## src/design/dwpb_pkg.sv

```systemverilog
package dwpb_pkg;

   // Largest image dimension accepted; larger register writes saturate to it.
   localparam int MAX_DIM = 4096;

   localparam int COORD_W = 12;
   localparam int DIM_W = 13;
   localparam int PIX_W = 16;
   localparam int WGT_W = 12;               // distance to the nearer edge, <= MAX_DIM/2
   localparam int DEN_W = WGT_W + 1;
   localparam int NUM_W = PIX_W + WGT_W;    // x*a + y*b stays below 2^NUM_W
   localparam int QUO_W = PIX_W;
   localparam int DIV_BITS = 4;             // quotient bits resolved per divider stage
   localparam int DIV_STAGES = QUO_W / DIV_BITS;
   localparam int CSR_IDX_W = 1;

   typedef enum logic [CSR_IDX_W-1:0] {
      CSR_IMAGE_ROWS = 1'b0,
      CSR_IMAGE_COLS = 1'b1
   } csr_idx_type;

   typedef struct packed {
      logic [DIM_W-1:0] rows;
      logic [DIM_W-1:0] cols;
   } dims_type;

   typedef struct packed {
      logic             err;
      logic [WGT_W-1:0] wa;
      logic [WGT_W-1:0] wb;
      logic [PIX_W-1:0] x;
      logic [PIX_W-1:0] y;
   } wgt_type;

   typedef struct packed {
      logic             err;
      logic [NUM_W-1:0] pa;
      logic [NUM_W-1:0] pb;
      logic [DEN_W-1:0] den;
   } prod_type;

   typedef struct packed {
      logic             err;
      logic [DEN_W-1:0] den;
      logic [DEN_W-1:0] rem;
      logic [PIX_W-1:0] num_lo;
      logic [QUO_W-1:0] quo;
   } div_type;

endpackage

```

## src/design/dwpb_req_if.sv

```systemverilog
interface dwpb_req_if;
   import dwpb_pkg::*;

   logic               valid;
   logic               ready;
   logic [COORD_W-1:0] row;
   logic [COORD_W-1:0] col;
   logic [PIX_W-1:0]   horiz_pixel;
   logic [PIX_W-1:0]   vert_pixel;

   modport source(output valid, row, col, horiz_pixel, vert_pixel, input ready);
   modport sink(input valid, row, col, horiz_pixel, vert_pixel, output ready);
endinterface

```

## src/design/dwpb_rsp_if.sv

```systemverilog
interface dwpb_rsp_if;
   import dwpb_pkg::*;

   logic             valid;
   logic             ready;
   logic [PIX_W-1:0] blended_pixel;
   logic             coord_error;

   modport source(output valid, blended_pixel, coord_error, input ready);
   modport sink(input valid, blended_pixel, coord_error, output ready);
endinterface

```

## src/design/dwpb_csr_if.sv

```systemverilog
interface dwpb_csr_if;
   import dwpb_pkg::*;

   logic                 valid;
   logic                 ready;
   logic [CSR_IDX_W-1:0] index;
   logic [DIM_W-1:0]     data;

   modport source(output valid, index, data, input ready);
   modport sink(input valid, index, data, output ready);
endinterface

```

## src/design/diagonal_weight_pixel_blend_unit.sv

```systemverilog
// Diagonal position-weighted blend of a horizontally and a vertically blended pixel.
//
// req_chan : one beat per pixel: row, col, horiz_pixel, vert_pixel.
// rsp_chan : one beat per request beat, in order: blended_pixel, coord_error.
// csr_chan : register writes, index 0 = image_rows, 1 = image_cols; always ready.
//            Write only while no pixel is in flight. Values above MAX_DIM saturate.
//
// Pipeline: a request beat accepted on req_chan passes through seven register stages
// (weight, product, sum, four 4-bit divider stages) before it shows on rsp_chan.
// Throughput: one beat per clock; the length of the pipeline sets the latency,
// the single-stage handshake lets a beat enter every cycle while rsp_chan drains.
//
// The pipeline moves as one: when the output beat waits on rsp_chan.ready the
// whole pipeline holds and req_chan.ready drops in the same cycle; bubbles ahead
// of a stalled output are not squeezed out.
// Reset (synchronous) empties the pipeline and sets both image sizes to MAX_DIM.
module diagonal_weight_pixel_blend_unit (
   input logic      clock,
   input logic      reset,
   dwpb_req_if.sink req_chan,
   dwpb_rsp_if.source rsp_chan,
   dwpb_csr_if.sink csr_chan
);
   import dwpb_pkg::*;

   dims_type dims;
   logic     en;
   logic     wgt_valid;
   wgt_type  wgt_data;
   logic     div_valid [DIV_STAGES+1];
   div_type  div_data  [DIV_STAGES+1];

   // global advance: the last stage is free or being drained this cycle
   assign en = !rsp_chan.valid || rsp_chan.ready;
   assign req_chan.ready = en;

   dwpb_csr u_csr (
      .clock    (clock),
      .reset    (reset),
      .csr_chan (csr_chan),
      .dims     (dims)
   );

   dwpb_wgt u_wgt (
      .clock       (clock),
      .reset       (reset),
      .en          (en),
      .in_valid    (req_chan.valid),
      .row         (req_chan.row),
      .col         (req_chan.col),
      .horiz_pixel (req_chan.horiz_pixel),
      .vert_pixel  (req_chan.vert_pixel),
      .dims        (dims),
      .out_valid   (wgt_valid),
      .out_data    (wgt_data)
   );

   dwpb_mul u_mul (
      .clock     (clock),
      .reset     (reset),
      .en        (en),
      .in_valid  (wgt_valid),
      .in_data   (wgt_data),
      .out_valid (div_valid[0]),
      .out_data  (div_data[0])
   );

   // divider chain, most significant quotient bits first
   for (genvar s = 0; s < DIV_STAGES; s++) begin : g_div
      dwpb_div u_div (
         .clock     (clock),
         .reset     (reset),
         .en        (en),
         .in_valid  (div_valid[s]),
         .in_data   (div_data[s]),
         .out_valid (div_valid[s+1]),
         .out_data  (div_data[s+1])
      );
   end

   // error beats carry a zero quotient, so no masking here
   assign rsp_chan.valid = div_valid[DIV_STAGES];
   assign rsp_chan.blended_pixel = div_data[DIV_STAGES].quo;
   assign rsp_chan.coord_error = div_data[DIV_STAGES].err;

   a_dims_bounded: assert property (@(posedge clock) disable iff (reset)
      dims.rows <= DIM_W'(MAX_DIM) && dims.cols <= DIM_W'(MAX_DIM))
      else $error("image size register above MAX_DIM");

   a_err_zero: assert property (@(posedge clock) disable iff (reset)
      rsp_chan.valid && rsp_chan.coord_error |-> rsp_chan.blended_pixel == '0)
      else $error("out-of-image beat with nonzero pixel");

   a_den_nonzero: assert property (@(posedge clock) disable iff (reset)
      wgt_valid |-> (wgt_data.wa != '0 || wgt_data.wb != '0))
      else $error("zero weight sum entering divider");

   a_rem_below_den: assert property (@(posedge clock) disable iff (reset)
      div_valid[DIV_STAGES] |-> div_data[DIV_STAGES].rem < div_data[DIV_STAGES].den)
      else $error("divider remainder not below divisor");
endmodule

```

## src/design/dwpb_csr.sv

```systemverilog
module dwpb_csr (
   input  logic              clock,
   input  logic              reset,
   dwpb_csr_if.sink          csr_chan,
   output dwpb_pkg::dims_type dims
);
   import dwpb_pkg::*;

   dims_type         dims_ff;
   dims_type         dims_in;
   logic [DIM_W-1:0] clamped;

   assign csr_chan.ready = 1'b1;

   // saturate to the largest supported dimension
   assign clamped = (csr_chan.data > DIM_W'(MAX_DIM)) ? DIM_W'(MAX_DIM) : csr_chan.data;

   always_comb begin
      dims_in = dims_ff;
      if (csr_chan.valid) begin
         case (csr_idx_type'(csr_chan.index))
            CSR_IMAGE_ROWS: dims_in.rows = clamped;
            CSR_IMAGE_COLS: dims_in.cols = clamped;
            default: dims_in = dims_ff;
         endcase
      end
   end

   always_ff @(posedge clock) begin
      if (reset) begin
         dims_ff.rows <= DIM_W'(MAX_DIM);
         dims_ff.cols <= DIM_W'(MAX_DIM);
      end else begin
         dims_ff <= dims_in;
      end
   end

   assign dims = dims_ff;
endmodule

```

## src/design/dwpb_wgt.sv

```systemverilog
module dwpb_wgt (
   input  logic                          clock,
   input  logic                          reset,
   input  logic                          en,
   input  logic                          in_valid,
   input  logic [dwpb_pkg::COORD_W-1:0]  row,
   input  logic [dwpb_pkg::COORD_W-1:0]  col,
   input  logic [dwpb_pkg::PIX_W-1:0]    horiz_pixel,
   input  logic [dwpb_pkg::PIX_W-1:0]    vert_pixel,
   input  dwpb_pkg::dims_type            dims,
   output logic                          out_valid,
   output dwpb_pkg::wgt_type             out_data
);
   import dwpb_pkg::*;

   logic             valid_ff;
   wgt_type          wgt_ff;
   wgt_type          wgt_in;
   logic [DIM_W-1:0] r;
   logic [DIM_W-1:0] c;
   logic [DIM_W-1:0] a;
   logic [DIM_W-1:0] b;

   assign r = DIM_W'(row);
   assign c = DIM_W'(col);

   // distance to the nearer edge; the middle row/col belongs to the top/left half
   assign a = (r <= (dims.rows >> 1)) ? r : dims.rows - r;
   assign b = (c <= (dims.cols >> 1)) ? c : dims.cols - c;

   always_comb begin
      wgt_in.err = (r >= dims.rows) || (c >= dims.cols);
      wgt_in.wa = a[WGT_W-1:0];
      wgt_in.wb = b[WGT_W-1:0];
      wgt_in.x = horiz_pixel;
      wgt_in.y = vert_pixel;
      if (wgt_in.err) begin
         // 0 / 1 gives the zero result for out-of-image pixels
         wgt_in.wa = WGT_W'(1);
         wgt_in.wb = '0;
         wgt_in.x = '0;
      end else if (a == '0 && b == '0) begin
         // top-left corner: full weight on the horizontal pixel
         wgt_in.wa = WGT_W'(1);
      end
   end

   always_ff @(posedge clock) begin
      if (reset) begin
         valid_ff <= 1'b0;
      end else if (en) begin
         valid_ff <= in_valid;
      end
   end

   always_ff @(posedge clock) begin
      if (en) begin
         wgt_ff <= wgt_in;
      end
   end

   assign out_valid = valid_ff;
   assign out_data = wgt_ff;
endmodule

```

## src/design/dwpb_mul.sv

```systemverilog
module dwpb_mul (
   input  logic              clock,
   input  logic              reset,
   input  logic              en,
   input  logic              in_valid,
   input  dwpb_pkg::wgt_type in_data,
   output logic              out_valid,
   output dwpb_pkg::div_type out_data
);
   import dwpb_pkg::*;

   logic             prod_valid_ff;
   prod_type         prod_ff;
   prod_type         prod_in;
   logic             sum_valid_ff;
   div_type          sum_ff;
   div_type          sum_in;
   logic [NUM_W-1:0] num;

   // stage 1: two independent products and the weight sum
   always_comb begin
      prod_in.err = in_data.err;
      prod_in.pa = NUM_W'(in_data.x) * NUM_W'(in_data.wa);
      prod_in.pb = NUM_W'(in_data.y) * NUM_W'(in_data.wb);
      prod_in.den = DEN_W'(in_data.wa) + DEN_W'(in_data.wb);
   end

   // stage 2: numerator, split into divider seed and remaining low bits
   assign num = prod_ff.pa + prod_ff.pb;

   always_comb begin
      sum_in.err = prod_ff.err;
      sum_in.den = prod_ff.den;
      sum_in.rem = DEN_W'(num[NUM_W-1:QUO_W]);
      sum_in.num_lo = num[QUO_W-1:0];
      sum_in.quo = '0;
   end

   always_ff @(posedge clock) begin
      if (reset) begin
         prod_valid_ff <= 1'b0;
         sum_valid_ff <= 1'b0;
      end else if (en) begin
         prod_valid_ff <= in_valid;
         sum_valid_ff <= prod_valid_ff;
      end
   end

   always_ff @(posedge clock) begin
      if (en) begin
         prod_ff <= prod_in;
         sum_ff <= sum_in;
      end
   end

   assign out_valid = sum_valid_ff;
   assign out_data = sum_ff;
endmodule

```

## src/design/dwpb_div.sv

```systemverilog
module dwpb_div (
   input  logic              clock,
   input  logic              reset,
   input  logic              en,
   input  logic              in_valid,
   input  dwpb_pkg::div_type in_data,
   output logic              out_valid,
   output dwpb_pkg::div_type out_data
);
   import dwpb_pkg::*;

   logic             valid_ff;
   div_type          div_ff;
   div_type          div_in;
   logic [DEN_W-1:0] trial;

   // restoring division, DIV_BITS quotient bits per stage; rem < den holds throughout
   always_comb begin
      div_in = in_data;
      trial = '0;
      for (int i = 0; i < DIV_BITS; i++) begin
         trial = {div_in.rem[DEN_W-2:0], div_in.num_lo[PIX_W-1]};
         div_in.num_lo = {div_in.num_lo[PIX_W-2:0], 1'b0};
         if (trial >= div_in.den) begin
            div_in.rem = trial - div_in.den;
            div_in.quo = {div_in.quo[QUO_W-2:0], 1'b1};
         end else begin
            div_in.rem = trial;
            div_in.quo = {div_in.quo[QUO_W-2:0], 1'b0};
         end
      end
   end

   always_ff @(posedge clock) begin
      if (reset) begin
         valid_ff <= 1'b0;
      end else if (en) begin
         valid_ff <= in_valid;
      end
   end

   always_ff @(posedge clock) begin
      if (en) begin
         div_ff <= div_in;
      end
   end

   assign out_valid = valid_ff;
   assign out_data = div_ff;
endmodule

```

## src/flat_wrapper.sv

```systemverilog
// flat-port wrapper written by rule: the top's interface ports become plain ports
module diagonal_weight_pixel_blend_unit_flat import dwpb_pkg::*;
  (clock, reset, req_chan_valid, req_chan_row, req_chan_col, req_chan_horiz_pixel, req_chan_vert_pixel, req_chan_ready, rsp_chan_valid, rsp_chan_blended_pixel, rsp_chan_coord_error, rsp_chan_ready, csr_chan_valid, csr_chan_index, csr_chan_data, csr_chan_ready);
  dwpb_req_if req_chan_i ();
  dwpb_rsp_if rsp_chan_i ();
  dwpb_csr_if csr_chan_i ();
  input logic clock;
  input logic reset;
  input wire logic [$bits(req_chan_i.valid)-1:0] req_chan_valid;
  input wire logic [$bits(req_chan_i.row)-1:0] req_chan_row;
  input wire logic [$bits(req_chan_i.col)-1:0] req_chan_col;
  input wire logic [$bits(req_chan_i.horiz_pixel)-1:0] req_chan_horiz_pixel;
  input wire logic [$bits(req_chan_i.vert_pixel)-1:0] req_chan_vert_pixel;
  output wire logic [$bits(req_chan_i.ready)-1:0] req_chan_ready;
  output wire logic [$bits(rsp_chan_i.valid)-1:0] rsp_chan_valid;
  output wire logic [$bits(rsp_chan_i.blended_pixel)-1:0] rsp_chan_blended_pixel;
  output wire logic [$bits(rsp_chan_i.coord_error)-1:0] rsp_chan_coord_error;
  input wire logic [$bits(rsp_chan_i.ready)-1:0] rsp_chan_ready;
  input wire logic [$bits(csr_chan_i.valid)-1:0] csr_chan_valid;
  input wire logic [$bits(csr_chan_i.index)-1:0] csr_chan_index;
  input wire logic [$bits(csr_chan_i.data)-1:0] csr_chan_data;
  output wire logic [$bits(csr_chan_i.ready)-1:0] csr_chan_ready;
  assign req_chan_i.valid = req_chan_valid;
  assign req_chan_i.row = req_chan_row;
  assign req_chan_i.col = req_chan_col;
  assign req_chan_i.horiz_pixel = req_chan_horiz_pixel;
  assign req_chan_i.vert_pixel = req_chan_vert_pixel;
  assign req_chan_ready = req_chan_i.ready;
  assign rsp_chan_valid = rsp_chan_i.valid;
  assign rsp_chan_blended_pixel = rsp_chan_i.blended_pixel;
  assign rsp_chan_coord_error = rsp_chan_i.coord_error;
  assign rsp_chan_i.ready = rsp_chan_ready;
  assign csr_chan_i.valid = csr_chan_valid;
  assign csr_chan_i.index = csr_chan_index;
  assign csr_chan_i.data = csr_chan_data;
  assign csr_chan_ready = csr_chan_i.ready;
  diagonal_weight_pixel_blend_unit u_core (.clock(clock), .reset(reset), .req_chan(req_chan_i), .rsp_chan(rsp_chan_i), .csr_chan(csr_chan_i));
endmodule
```

## config.mk

```make
export PLATFORM = sky130hd
export DESIGN_NAME = diagonal_weight_pixel_blend_unit_flat
export DESIGN_NICKNAME = d
export VERILOG_FILES = /design/src/design/dwpb_pkg.sv /design/src/design/dwpb_req_if.sv /design/src/design/dwpb_rsp_if.sv /design/src/design/dwpb_csr_if.sv /design/src/design/diagonal_weight_pixel_blend_unit.sv /design/src/design/dwpb_csr.sv /design/src/design/dwpb_wgt.sv /design/src/design/dwpb_mul.sv /design/src/design/dwpb_div.sv /design/src/flat_wrapper.sv
export SDC_FILE = /design/constraint.sdc
export NUM_CORES = 2
export LEC_CHECK = 0
export BUFFER_PORTS_ARGS = -buffer_cell sky130_fd_sc_hd__buf_2
export CAP_MARGIN = 10
export CELL_PAD_IN_SITES_DETAIL_PLACEMENT = 1
export CELL_PAD_IN_SITES_GLOBAL_PLACEMENT = 1
export CORE_UTILIZATION = 55
export DETAILED_ROUTE_END_ITERATION = 8
export PLACE_DENSITY = 0.95
export SYNTH_ARGS = -nofsm -noshare
export SYNTH_HDL_FRONTEND = slang
export SYNTH_SLANG_ARGS = --single-unit
```

## constraint.sdc

```tcl
create_clock -name clock -period 17.6 [get_ports clock]
set_input_delay 1.76 -clock clock [delete_from_list [all_inputs] [get_ports clock]]
set_output_delay 1.76 -clock clock [all_outputs]
set_load 0.01 [all_outputs]
```

# --- Yosys cells after proc, flatten, opt, wreduce, memory -nomap -nowiden ---
# Cells that the tools add are included.
totals:
  out_inout_bits: 20
  input_bits: 75
  regBits: 345
op_classes:
  n_reduce_logical: 9
  multipliers: 2
  addsub: 19
  bitwise: 1
  n_lt_le_gt_ge: 21
  mux: 34
op_table:
  columns: ["cell", "n"]
  rows:
  - ["$ge 13x13->1", 16]
  - ["$mux 12", 15]
  - ["$sub 12x12->12", 15]
  - ["$mul 16x12->28", 2]
  - ["$mux 13", 3]
  - ["$add 28x28->28", 1]
  - ["$ge 12x13->1", 2]
  - ["$logic_not 13->1", 2]
  - ["$sub 13x12->13", 2]
  - ["$le 12x12->1", 2]
  - ["$mux 1", 16]
  - ["$add 12x12->13", 1]
  - ["$gt 13x13->1 const B", 1]
  - ["$reduce_and 2->1", 2]
  - ["$logic_or 1x1->1", 2]
  - ["$reduce_or 2->1", 1]
  - ["$logic_and 1x1->1", 1]
  - ["$logic_not 1->1", 1]
  - ["$not 1->1", 1]

# --- Depth between registers and ports, before layout ---
logic_depth:
  ltp_word: 8
  depth_mapped: 44
  depth_no_buf: 41

# --- Modules after synthesis ---
# From an unflattened synthesis, not the netlist that was laid out.
unflattened:
  hier_cells: 4338
  area_unflattened_um2: 41795.1
modules_own_cells:
  columns: ["mod", "seq_area_each_um2", "cells_each", "n_inst", "area_each_um2"]
  rows:
  - ["dwpb_mul", 3403.3, 1913, 1, 17942.2]
  - ["dwpb_div (u_core.g_div[0].u_div ...)", 1671.6, 448, 3, 4561.9]
  - ["dwpb_div (u_core.g_div[1].u_div)", 1671.6, 524, 1, 4938.5]
  - ["dwpb_wgt", 1731.7, 426, 1, 4214.0]
  - ["dwpb_csr", 520.5, 130, 1, 1008.5]
  - ["diagonal_weight_pixel_blend_unit", 0.0, 1, 1, 6.3]

# --- Worst setup path before layout ---
# OpenSTA, ideal clock, no wires.
synth_path:
  kind: "input -> output"
  startpoint: "input rsp_chan_ready"
  endpoint: "output req_chan_ready"
  path_stages: 3
  path_buffers: 1
  path_slack_ns: 7.739
  arrival_ns: 8.101
  cell_sequence: "nor2b_1 > clkbuf_1 > inv_1"
synth_via:
  elab_chain_len: 1
synth_lines:
  columns: ["item", "line", "text"]
  rows:
  - ["start, declared", "flat_wrapper.sv:18", "input wire logic [$bits(rsp_chan_i.ready)-1:0] rsp_chan_ready;"]
  - ["$logic_or 1x1->1", "diagonal_weight_pixel_blend_unit.sv:34", "assign en = !rsp_chan.valid || rsp_chan.ready;"]
  - ["end, declared", "flat_wrapper.sv:14", "output wire logic [$bits(req_chan_i.ready)-1:0] req_chan_ready;"]
# No other way between the ends.

==> out/qor.csv <==
stage,metric,value,unit
timing,fin crit share,67.1,%
synthesis,post-synthesis mux area share,4.77,%
clocking,Post-CTS Hold Buffers,0,
synthesis,main combinational cell family by area after synthesis,adder cells,
synthesis,synth warn,0,
route,first drt pass iteration count,6,
route,routed via count,31900,
timing,post-route setup TNS,0,ns
synthesis,average size of a mapped cell,9.52,sq um
synthesis,cells taking the most area after synthesis,"edfxtp_1, fa_1, ha_1",
worst_setup_path,Critical Path Sink Type,register,
route,"antenna viol nets, final",0,
grt,vias in the first global route,36000,
timing,crit path time final,11.80,ns
synthesis,top cell type's share of synthesized area,25.2,%
worst_setup_path,FF-to-FF setup slack,5.80,ns
worst_setup_path,max incr delay on CP,0.77,ns
route,Wirelength per Cell,27.3,um
hold_path,Hold Startpoint,u_core.g_div[2].u_div.out_data[5]$_DFFE_PP_,
floorplanning,Core Box Area,66200,sq um
synthesis,Synth Area in XOR/XNOR,5.03,%
synthesis,ys async rst share,0,%
grt,largest net degree at the start of global routing,94,
grt,initial antenna violation count,4,
grt,total track usage,38.9,%
status,status,"finished, final reports clean",
finish,number of antenna diodes,0,
worst_setup_path,Setup crit start kind,register,
finish,share of post-route cells with drive strength above 1,8.39,%
worst_setup_path,Crit path top cell by count,inv_1,
placement,GPL Wtd Cong,0.928,
synthesis,synthesized area,37100,sq um
timing,unrepaired setup endpoints after global routing,no,
grt,global-route wire length before repair,203000,um
worst_setup_path,Required @ worst endpoint,17.98,ns
floorplanning,# IOs,95,
clocking,setup bufs post-CTS,0,
finish,most frequent cells in the layout,"inv_1, nand2_1, ha_1",
route,drt initial violations,2666,
placement,DP Wirelength,93300,um
timing,worst slew pin tran,1.17,ns
clocking,CTS Sinks,345,
route,via-per-instance ratio,6.60,
route,Routed WL,132000,um
synthesis,Post-Synth Simple-Gate Area,14.1,%
worst_setup_path,r2r startpoint,u_core.g_div[1].u_div.out_data[46]$_DFFE_PP_,
synthesis,Seq cells post-synth,345,
worst_setup_path,CP max FO,18,
worst_setup_path,Arrival @ worst endpoint,12.18,ns
clocking,Root Driver,clkbuf_16,
timing,Finish-stage setup viols,0,
worst_setup_path,worst reg2reg path endpoint,u_core.g_div[2].u_div.out_data[36]$_DFFE_PP_,
worst_setup_path,kind of critical path,reg2reg,
worst_setup_path,"Buf+Inv Stages, Crit Path",6,
floorplanning,die area,68500,sq um
synthesis,sequential-to-total area share from yosys stat,27.0,%
worst_setup_path,slowest CP cell,a31oi_2,
clocking,"Reg clk slew, reported paths",0.08,ns
placement,port buffer count,93,
clocking,Num CTS Buffers,42,
synthesis,Cells after Synth,3900,
hold_path,hold crit path type,reg2reg,
timing,Final Skew,0.0704,ns
synthesis,Synth Net Count,4701,
clocking,CTS H-tree depth,2,
timing,Achievable Freq,0.0847,GHz
timing,Slew Limit Fails,0,
finish,"most common cell after layout, fill and taps aside",inv_1,
clocking,Clock Path Buffers,3,
floorplanning,overall die width,262,um
synthesis,Synth Area in Compound Gates,11.8,%
floorplanning,Die Height,262,um
synthesis,Synth Area in Adders,30.5,%
worst_setup_path,R2R depth,38,
worst_setup_path,Worst path top cell family by delay,compound AO/OA/AOI/OAI gates,
route,drt drc,0,
synthesis,Synth area leader,edfxtp_1,
synthesis,Most used DFF post-synth,edfxtp_1,
synthesis,"Distinct cells, synth",79,
finish,# nets final,4737,
floorplanning,# rows,94,
hold_path,hold depth,0,
clocking,Resized Gates After CTS,0,
finish,"Area growth, synth to finish",7.02,%
hold_path,hold path endpoint,u_core.g_div[3].u_div.out_data[9]$_DFFE_PP_,
grt,gr ovfl total,0,
timing,"Hold Violations, Final",0,
floorplanning,Initial Util,56.1,%
synthesis,number of flops mapped to enable cells by yosys,312,
clocking,worst skew pair latency,0.64,ns
timing,relative slew slack,21.7,%
run,max cap viols,0,
clocking,clock tree from TritonCTS,built,
## worst max-delay path by stage
stage          slack, ns  depth (start not counted)                                           end                                          from
4_1_cts             6.16                         38  u_core.g_div[2].u_div.out_data[38]$_DFFE_PP_  u_core.g_div[1].u_div.out_data[46]$_DFFE_PP_
5_1_grt             5.13                         39  u_core.g_div[2].u_div.out_data[41]$_DFFE_PP_  u_core.g_div[1].u_div.out_data[46]$_DFFE_PP_
2_1_floorplan       7.74                          3                                req_chan_ready                                rsp_chan_ready
3_5_place_dp        6.49                         38  u_core.g_div[2].u_div.out_data[38]$_DFFE_PP_  u_core.g_div[1].u_div.out_data[46]$_DFFE_PP_
3_3_place_gp        7.50                         37  u_core.g_div[1].u_div.out_data[42]$_DFFE_PP_  u_core.g_div[0].u_div.out_data[46]$_DFFE_PP_
6_report            5.80                         38  u_core.g_div[2].u_div.out_data[36]$_DFFE_PP_  u_core.g_div[1].u_div.out_data[46]$_DFFE_PP_
## layout make-up
class                      instances  area, sq um
tap                              864         1080
sequential                       345        10000
multi-input combinational       2912        24600
timing repair buffer             107          591
inverter                         528         1990
fill                            7364        26500
clock buffer                      49         1130
clock inverter                    26          280
## synthesized netlist by cell type (47+ instances only)
| library cell | count |
|---|---|
| inv_1 | 527 |
| nand2_1 | 454 |
| ha_1 | 427 |
| edfxtp_1 | 312 |
| fa_1 | 299 |
| nor2_1 | 248 |
| a21oi_1 | 229 |
| xnor2_1 | 156 |
| and2_1 | 126 |
| mux2_2 | 125 |
| o21ai_0 | 124 |
| clkbuf_1 | 83 |
| a21o_1 | 69 |
| nor2b_1 | 62 |
| xor2_1 | 57 |
| nor3_1 | 56 |
| o21a_1 | 47 |
## stage by stage
step | instances | utilization [%] | hold slack [ns] | setup WS [ns] | cell area [sq um]
2_1_floorplan | 3900 | - | 0.400 | 7.74 | 37100
3_3_place_gp | 4754 | 57.8 | 0.401 | 7.50 | 38300
3_5_place_dp | 4754 | 57.8 | 0.406 | 6.49 | 38300
4_1_cts | 4829 | 59.9 | 0.385 | 6.16 | 39700
5_1_grt | 4831 | 60.0 | 0.398 | 5.13 | 39700
6_report | 4831 | 60.0 | 0.399 | 5.80 | 39700
## cells by family after synthesis
logic type / after synthesis
and+or+nand+nor: 1131
buffers and inverters: 643
adders and majority gates: 726
AOI/OAI and AO/OA: 683
DFF: 345
xor gates and xnor gates: 213
muxes: 158
other: 1
## per-layer routing
metal  global-route usage, %  part of all wire, %
met5                       0                0.037
met4                    33.3                  9.6
met3                    8.17                  7.7
met2                    67.6                   49
met1                    39.9                   33
## registers in the layout, summed over array words and instances, names as in the netlist
name	flops
u_core.u_mul.out_valid	1
u_core.u_mul.prod_valid_ff	1
u_core.g_div.u_div.out_valid	4
u_core.g_div.u_div.out_data	143
u_core.u_mul.out_data	42
u_core.u_wgt.out_data	57
u_core.u_csr.dims	26
u_core.u_mul.prod_ff	70
u_core.u_wgt.out_valid	1
Power is not shown: default switching activity piles up to over one toggle a cycle in this logic, so the estimate is an artifact.
